===== config.mk =====
export PLATFORM = sky130hd
export DESIGN_NAME = bytecode_stack_engine_core
export DESIGN_NICKNAME = d
export VERILOG_FILES = /design/src/hw/rtl/bse_pkg.sv /design/src/hw/rtl/bse_engine.sv /design/src/hw/rtl/bytecode_stack_engine_core.sv
export SDC_FILE = /design/constraint.sdc
export NUM_CORES = 2
export LEC_CHECK = 0
export BUFFER_PORTS_ARGS = -buffer_cell sky130_fd_sc_hd__buf_2
export CORE_MARGIN = 4
export CORE_UTILIZATION = 63
export DETAILED_ROUTE_END_ITERATION = 10
export PLACE_DENSITY = 0.79
export RECOVER_POWER = 50
export SLEW_MARGIN = 0
export SYNTH_ARGS = -nofsm -noshare
export SYNTH_HDL_FRONTEND = slang
export SYNTH_SLANG_ARGS = --single-unit

===== constraint.sdc =====
create_clock -name clk -period 6.5 [get_ports clk]
set_clock_uncertainty 0.05 [all_clocks]
set_input_delay 1.3 -clock clk [delete_from_list [all_inputs] [get_ports clk]]
set_output_delay 1.3 -clock clk [all_outputs]
set_load 0.02 [all_outputs]

===== src/hw/rtl/bse_pkg.sv =====
// ----------------------------------------------------------------------------
// Bytecode stack engine package
// Shared transaction types, command codes and status codes for the data stack.
// ----------------------------------------------------------------------------
package bse_pkg;

    localparam int STACK_DEPTH_DEF = 64;
    localparam int DATA_W          = 32;
    localparam int KIND_W          = 3;
    localparam int STATUS_W        = 3;
    localparam int DEPTH_W         = 7;

    localparam logic [KIND_W-1:0] KIND_PUSH   = 3'd0;
    localparam logic [KIND_W-1:0] KIND_APPEND = 3'd1;
    localparam logic [KIND_W-1:0] KIND_POP    = 3'd2;
    localparam logic [KIND_W-1:0] KIND_SWAP   = 3'd3;
    localparam logic [KIND_W-1:0] KIND_ADD    = 3'd4;

    localparam logic [STATUS_W-1:0] ST_OK         = 3'd0;
    localparam logic [STATUS_W-1:0] ST_POP_EMPTY  = 3'd1;
    localparam logic [STATUS_W-1:0] ST_SWAP_SHORT = 3'd2;
    localparam logic [STATUS_W-1:0] ST_ADD_SHORT  = 3'd3;
    localparam logic [STATUS_W-1:0] ST_FULL       = 3'd4;

    typedef struct packed {
        logic [KIND_W-1:0]        kind;
        logic signed [DATA_W-1:0] value;
    } cmd_t;

    typedef struct packed {
        logic [STATUS_W-1:0]      status;
        logic signed [DATA_W-1:0] top_value;
        logic                     top_valid;
        logic [DEPTH_W-1:0]       depth;
    } rsp_t;

endpackage


===== src/hw/rtl/bse_engine.sv =====
// ----------------------------------------------------------------------------
// Bytecode stack engine execution unit
// Ring-buffer entry memory with a cached top value and the command sequencer.
// ----------------------------------------------------------------------------
module bse_engine #(
    parameter int STACK_DEPTH = bse_pkg::STACK_DEPTH_DEF
) (
    input  logic          clk,
    input  logic          rst_n,
    input  logic          cmd_valid,
    output logic          cmd_stall,
    input  bse_pkg::cmd_t cmd,
    output logic          res_valid,
    input  logic          res_take,
    output bse_pkg::rsp_t res
);

    localparam int AW = $clog2(STACK_DEPTH);
    localparam int CW = $clog2(STACK_DEPTH + 1);
    localparam int SW = CW + 1;
    localparam int DW = bse_pkg::DEPTH_W;
    localparam int XW = bse_pkg::DATA_W;

    localparam logic [AW-1:0] LAST_SLOT  = AW'(STACK_DEPTH - 1);
    localparam logic [CW-1:0] FULL_COUNT = CW'(STACK_DEPTH);
    localparam logic [SW-1:0] RING_SIZE  = SW'(STACK_DEPTH);

    typedef enum logic [1:0] {
        S_IDLE,
        S_EXEC,
        S_SWAP2
    } state_t;

    state_t                      state_reg, state_next;
    logic [bse_pkg::KIND_W-1:0]  kind_reg, kind_next;
    logic [XW-1:0]               value_reg, value_next;
    logic [AW-1:0]               top_reg, top_next;
    logic [CW-1:0]               count_reg, count_next;
    logic [XW-1:0]               head_reg, head_next;

    logic [XW-1:0]               entry_mem [STACK_DEPTH];
    logic [XW-1:0]               rdata_reg;

    logic                        wr_en;
    logic [AW-1:0]               waddr;
    logic [XW-1:0]               wdata;

    logic [AW-1:0]               next_slot;
    logic [AW-1:0]               prev_slot;
    logic [SW-1:0]               bottom_sum;
    logic [AW-1:0]               bottom_slot;
    logic                        is_full;
    logic                        is_empty;
    logic                        has_two;
    logic [XW-1:0]               sum;
    logic [bse_pkg::STATUS_W-1:0] status;

    assign next_slot   = (top_reg == LAST_SLOT) ? '0 : top_reg + AW'(1);
    assign prev_slot   = (top_reg == '0) ? LAST_SLOT : top_reg - AW'(1);
    assign bottom_sum  = SW'(top_reg) + SW'(count_reg);
    assign bottom_slot = (bottom_sum >= RING_SIZE) ? AW'(bottom_sum - RING_SIZE)
                                                   : AW'(bottom_sum);
    assign is_full     = (count_reg == FULL_COUNT);
    assign is_empty    = (count_reg == '0);
    assign has_two     = (count_reg > CW'(1));
    assign sum         = head_reg + rdata_reg;

    always_comb
    begin
        state_next = state_reg;
        kind_next  = kind_reg;
        value_next = value_reg;
        top_next   = top_reg;
        count_next = count_reg;
        head_next  = head_reg;
        wr_en      = 1'b0;
        waddr      = top_reg;
        wdata      = value_reg;
        status     = bse_pkg::ST_OK;
        res_valid  = 1'b0;
        cmd_stall  = (state_reg != S_IDLE);
        res        = '0;

        unique case (state_reg)
            S_IDLE:
            begin
                if (cmd_valid)
                begin
                    kind_next  = cmd.kind;
                    value_next = cmd.value;
                    state_next = S_EXEC;
                end
            end
            S_EXEC:
            begin
                res_valid  = 1'b1;
                state_next = S_IDLE;
                unique case (kind_reg)
                    bse_pkg::KIND_PUSH:
                    begin
                        if (is_full)
                        begin
                            status = bse_pkg::ST_FULL;
                        end
                        else
                        begin
                            wr_en      = 1'b1;
                            waddr      = prev_slot;
                            top_next   = prev_slot;
                            head_next  = value_reg;
                            count_next = count_reg + CW'(1);
                        end
                    end
                    bse_pkg::KIND_APPEND:
                    begin
                        if (is_full)
                        begin
                            status = bse_pkg::ST_FULL;
                        end
                        else
                        begin
                            wr_en      = 1'b1;
                            waddr      = bottom_slot;
                            count_next = count_reg + CW'(1);
                            if (is_empty)
                            begin
                                head_next = value_reg;
                            end
                        end
                    end
                    bse_pkg::KIND_POP:
                    begin
                        if (is_empty)
                        begin
                            status = bse_pkg::ST_POP_EMPTY;
                        end
                        else
                        begin
                            top_next   = next_slot;
                            head_next  = rdata_reg;
                            count_next = count_reg - CW'(1);
                        end
                    end
                    bse_pkg::KIND_SWAP:
                    begin
                        if (!has_two)
                        begin
                            status = bse_pkg::ST_SWAP_SHORT;
                        end
                        else
                        begin
                            wr_en      = 1'b1;
                            waddr      = top_reg;
                            wdata      = rdata_reg;
                            head_next  = rdata_reg;
                            value_next = head_reg;
                            state_next = S_SWAP2;
                        end
                    end
                    bse_pkg::KIND_ADD:
                    begin
                        if (!has_two)
                        begin
                            status = bse_pkg::ST_ADD_SHORT;
                        end
                        else
                        begin
                            wr_en      = 1'b1;
                            waddr      = next_slot;
                            wdata      = sum;
                            top_next   = next_slot;
                            head_next  = sum;
                            count_next = count_reg - CW'(1);
                        end
                    end
                    default:
                    begin
                        status = bse_pkg::ST_OK;
                    end
                endcase

                res.status    = status;
                res.top_valid = (count_next != '0);
                res.top_value = (count_next != '0) ? head_next : '0;
                res.depth     = DW'(count_next);

                if (!res_take)
                begin
                    state_next = state_reg;
                    value_next = value_reg;
                    top_next   = top_reg;
                    count_next = count_reg;
                    head_next  = head_reg;
                    wr_en      = 1'b0;
                end
            end
            S_SWAP2:
            begin
                wr_en      = 1'b1;
                waddr      = next_slot;
                wdata      = value_reg;
                state_next = S_IDLE;
            end
            default:
            begin
                state_next = S_IDLE;
            end
        endcase
    end

    always_ff @(posedge clk or negedge rst_n)
    begin
        if (!rst_n)
        begin
            state_reg <= S_IDLE;
            top_reg   <= '0;
            count_reg <= '0;
        end
        else
        begin
            state_reg <= state_next;
            top_reg   <= top_next;
            count_reg <= count_next;
        end
    end

    always_ff @(posedge clk)
    begin
        kind_reg  <= kind_next;
        value_reg <= value_next;
        head_reg  <= head_next;
    end

    // The second entry is read while idle, so it is ready when a command executes.
    always_ff @(posedge clk)
    begin
        if (wr_en)
        begin
            entry_mem[waddr] <= wdata;
        end
        if (state_reg == S_IDLE)
        begin
            rdata_reg <= entry_mem[next_slot];
        end
    end

endmodule


===== src/hw/rtl/bytecode_stack_engine_core.sv =====
// ----------------------------------------------------------------------------
// Bytecode stack engine
// Data stack of a bytecode interpreter held as a bounded ring of entries.
// ----------------------------------------------------------------------------
// The cmd channel carries one command per transaction: push on top, append at
// the bottom, pop, swap the top two, or add the top two. Every command yields
// exactly one transaction on the rsp channel with a status, the top value, a
// top-valid flag and the depth after the command.
// A command is accepted when cmd_valid is high and cmd_stall is low. Its
// response is registered onto rsp from S_EXEC once rsp is free.
// A command first reads the second entry from the entry memory in S_IDLE,
// then executes and writes back in S_EXEC. A successful swap adds S_SWAP2,
// since the single write port of the entry memory stores both entries.
// The next command is accepted while a response still waits in the output
// register; execution holds only when that register is full and stalled.
// Reset empties the stack at once and clears rsp_valid; the entry memory
// itself is not cleared. While a valid rsp is stalled, rsp_valid and rsp
// hold, and at most one further command is accepted and held in execution.
// ----------------------------------------------------------------------------
module bytecode_stack_engine_core #(
    parameter int STACK_DEPTH = bse_pkg::STACK_DEPTH_DEF
) (
    input  logic          clk,
    input  logic          rst_n,
    input  logic          cmd_valid,
    output logic          cmd_stall,
    input  bse_pkg::cmd_t cmd,
    output logic          rsp_valid,
    input  logic          rsp_stall,
    output bse_pkg::rsp_t rsp
);

    logic          res_valid;
    logic          res_take;
    bse_pkg::rsp_t res;

    logic          rsp_valid_reg;
    bse_pkg::rsp_t rsp_reg;

    bse_engine #(
        .STACK_DEPTH (STACK_DEPTH)
    ) u_engine (
        .clk       (clk),
        .rst_n     (rst_n),
        .cmd_valid (cmd_valid),
        .cmd_stall (cmd_stall),
        .cmd       (cmd),
        .res_valid (res_valid),
        .res_take  (res_take),
        .res       (res)
    );

    assign res_take = !rsp_valid_reg || !rsp_stall;

    always_ff @(posedge clk or negedge rst_n)
    begin
        if (!rst_n)
        begin
            rsp_valid_reg <= 1'b0;
        end
        else if (res_take)
        begin
            rsp_valid_reg <= res_valid;
        end
    end

    always_ff @(posedge clk)
    begin
        if (res_take && res_valid)
        begin
            rsp_reg <= res;
        end
    end

    assign rsp_valid = rsp_valid_reg;
    assign rsp       = rsp_reg;

    a_busy_after_accept: assert property (@(posedge clk) disable iff (!rst_n)
        (cmd_valid && !cmd_stall) |=> cmd_stall)
        else $error("Command accepted on two consecutive cycles.");

    a_status_code: assert property (@(posedge clk) disable iff (!rst_n)
        rsp_valid |-> (rsp.status == bse_pkg::ST_OK || rsp.status == bse_pkg::ST_POP_EMPTY
            || rsp.status == bse_pkg::ST_SWAP_SHORT || rsp.status == bse_pkg::ST_ADD_SHORT
            || rsp.status == bse_pkg::ST_FULL))
        else $error("Response carries an undefined status.");

    a_empty_top_zero: assert property (@(posedge clk) disable iff (!rst_n)
        (rsp_valid && !rsp.top_valid) |-> (rsp.top_value == '0))
        else $error("Empty stack reports a nonzero top value.");

    a_depth_matches_valid: assert property (@(posedge clk) disable iff (!rst_n)
        (rsp_valid && (STACK_DEPTH < 128)) |-> (rsp.top_valid == (rsp.depth != '0)))
        else $error("Top-valid flag disagrees with the depth.");

endmodule


==> impl_metrics.toml <==
[synthesis]
mappedNetlistArea_um2 = 89240
synth_edf_count = 2190
ys_seq_area_share_pct = 74.14
synthArstFlopShare_pct = 0.7253
yosys_warnings = 0
ys_dominant_reg_cell = "edfxtp_1"
synth_top_area_share_pct = 73.69
yosys.area.top_type = "edfxtp_1"
synth.area.top_cells = "edfxtp_1, mux4_2, nand2_1"
synth.distinct_cells = 79
syn_nets = 4961
postSynthAreaPerCell_um2 = 18.31
synthCells = 4874
ys_ff_latch = 2206

[power]
p_per_area_nw_per_um2 = 554.0
p_seq_share_pct = 36.2
power_switching_mw = 22.01
p_comb_share_pct = 41.9
clkPwrFrac_pct = 21.9
peakVddDrop_mv = 0.5525
p_leak_nw = 31.94
intPower_mw = 33.32
netSwitchingFraction_pct = 39.78

[setup_path]
critPathTopFamily = "simple AND/OR/NAND/NOR gates"
crit_path_top_delay_cell = "nor2_1"
cpPeakStageDelay_ns = 1.29
critical_path_buf_inv_count = 2
path_class = "register to register"
end_kind = "register"
crit_chain = "inv_1 -> ha_1 -> o21ba_1 -> nor3_4 -> nor2_1 -> a22oi_1 -> o21ai_0 -> nand2_1 -> o21ai_1 -> and2_1 -> nand3_1 -> nor2_4 -> buf_4"
required_ns = 6.99
cp.arrival_ns = 6.54
cp_max_fo = 17
cp-start-kind = "register"

[layout]
final_cells = 7124
largest_register_ffs = 2048
seqCellArea_um2 = 66160
multi_input_area_um2 = 22530
final_nets = 5155
drive_gt1_share_pct = 22.25
n_fill_cell = 7861
syn2layout_area_growth_pct = 11.91

[placed_design]
pre_cts_ws_ns = 1.146
port_buffers = 83
place.gp.congestion = 0.9481
hpwlAfterDp_mm = 141.0
placed_cells = 6736

[floorplan]
die_w_um = 384.4
ios = 84
coreArea_um2 = 140000
initial_core_util_pct = 63.72
die_h_um = 384.4
dieArea_um2 = 147700
std_cell_rows = 137

[cts]
postCtsHoldBufs = 0
clk_latency_ns = 0.87
clock-sinks = 2206
cts_tree = "done"
clock_path_buffers = 3
root_buffer = "clkbuf_16"
htreeDepth = 4
cts_setup_buffers = 0
clkTransAtPathRegs_ns = 0.06
cts.repair.resized = 0
cts_buffers = 205

[global_routing]
antenna_found_initial = 14
grt_max_degree = 135
first_global_vias = 51060
overflow = 0
grt_pass1_wl_mm = 372.8
grtUsageTotal_pct = 35.66

[timing]
period_share_pct = 93.04
slew_violations = 1388
fmaxAchievable_mhz = 165.4
worst_pin_slew_ns = 3.914
finalCriticalPeriod_ns = 6.047
worst_slack_ns = 0.4526
setup-violations-final = 0
hold_viol = 0
rsz0062_at_grt = "no"
final.setup.tns_ns = 0
slew_headroom_pct = -160.9

[hold_path]
min_path_type = "register to register"

[drt]
antenna_left = 0
dr.pass1.iters = 8
drcViolationCount = 0
drt_iter0_markers = 8704
vias_per_cell = 7.245
avgRoutedWirePerCell_um = 36.36
vias = 51610
wl_mm = 259.0

[status]
violations = "max-capacitance violations, max-slew violations"
status = "complete, but fails checks"

[run]
cap_violations = 28
tightest hold or removal path, stage by stage (launching register included):
cell	delay [ns]
dfrtp_1	0.37
nand2_1	0.10
nand2_1	0.07
cells by family after synthesis:
logic type	Yosys count	share of synthesized area, %
xor+xnor	40	0.3926
flops	2206	74.14
buf+inv	318	1.465
simple gates	1169	5.792
fa+ha+maj	48	0.6898
compound gates	543	4.126
mux	550	13.40
worst paths after layout:
kind / depth (start not counted) / start / slack (ns) / to
setup / recovery: 13 / u_engine.count_reg[1]$_DFFE_PN0P_ / 0.45 / u_engine.entry_mem[49][13]$_DFFE_PP_
hold / removal: 2 / rsp_valid$_DFFE_PN0N_ / 0.52 / rsp_valid$_DFFE_PN0N_
setup reg to reg: 13 / u_engine.count_reg[1]$_DFFE_PN0P_ / 0.45 / u_engine.entry_mem[49][13]$_DFFE_PP_
hold reg to reg: 2 / rsp_valid$_DFFE_PN0N_ / 0.52 / rsp_valid$_DFFE_PN0N_
max in group asynchronous: 1 / rst_n / 5.13 / u_engine.top_reg[5]$_DFFE_PN0P_
min in group asynchronous: 1 / rst_n / 0.59 / u_engine.count_reg[2]$_DFFE_PN0P_
through the flow:
step                hold WS, ns  utilization, %  instance area [um^2]  power, mW
floorplan                0.4688               -                 89240      33.92
global placement         0.4857           66.78                 93530      41.97
detailed placement       0.5006           66.78                 93530      42.44
CTS                      0.3331           71.57                100200      54.88
global route             0.5396           71.31                 99860      57.15
finish                   0.5213           71.31                 99870      55.32
cell usage in the layout, fill, tap and decap left out, types with 15 or more instances in the layout:
master	netlist	final
a211oi_1	40	40
a21o_1	18	18
a21oi_1	114	112
a221o_1	20	20
a221oi_1	34	34
a22oi_1	15	15
a31oi_1	77	76
and2_0	8	20
and2_1	42	34
buf_12	0	26
buf_2	59	36
buf_4	2	123
bufinv_16	0	22
clkbuf_1	206	115
clkbuf_16	0	205
clkbuf_2	0	23
clkinv_1	0	44
clkinv_2	0	32
dfrtp_1	16	16
edfxtp_1	2190	2190
ha_1	46	45
inv_1	29	28
mux2_2	34	33
mux4_2	512	512
nand2_1	621	622
nand3_1	186	186
nand4_1	38	38
nor2_1	173	116
nor2_4	0	56
nor3_1	19	19
o2111ai_1	34	34
o21ai_0	95	76
o21ai_4	0	22
xnor2_1	24	22
xor2_1	16	15
Yosys cell counts (all sizes together) (10+ instances only):
library cell	instances
mux2	34
nand4	38
and2	68
edfxtp	2190
o2111ai	34
ha	46
a221o	20
a22oi	15
o21ai	101
or3	10
xor2	16
a211oi	40
nand3	186
inv	30
xnor2	24
a31oi	77
a221oi	34
nor2	175
mux4	512
clkbuf	206
buf	82
a21oi	115
nand2	623
nor2b	15
dfrtp	16
a21o	18
nor3	21
layout make-up:
class	instances	share of cell area (%)
clock buffers	253	5.317
inverters	30	0.1153
flip-flops and latches	2206	66.25
clock inverters	130	1.402
repair buffers	275	1.993
multi-input cells	2350	22.56
well taps	1876	2.350
diodes	4	0.01002
per-layer routing:
layer	vias to the layer above	part of all wire [%]	track usage (%)	routed length [um]
met5	-	0.030	0	78
met2	4631	47	54.20	120700
met4	12	5.7	16.79	14830
met1	26190	34	48.81	86930
li1	20080	-	-	-
met3	703	14	10.01	36470
power groups by stage:
stage               logic (mW)  clock network (mW)  registers [mW]
detailed placement        22.4                   0            20.1
floorplan                 13.7                   0            20.2
CTS                       22.9                12.1            19.8
global route              24.3                12.8            20.1
finish                    23.2                12.1            20.0
global placement          21.9                   0            20.1
Note: power is estimated with default switching activity, not from simulation.
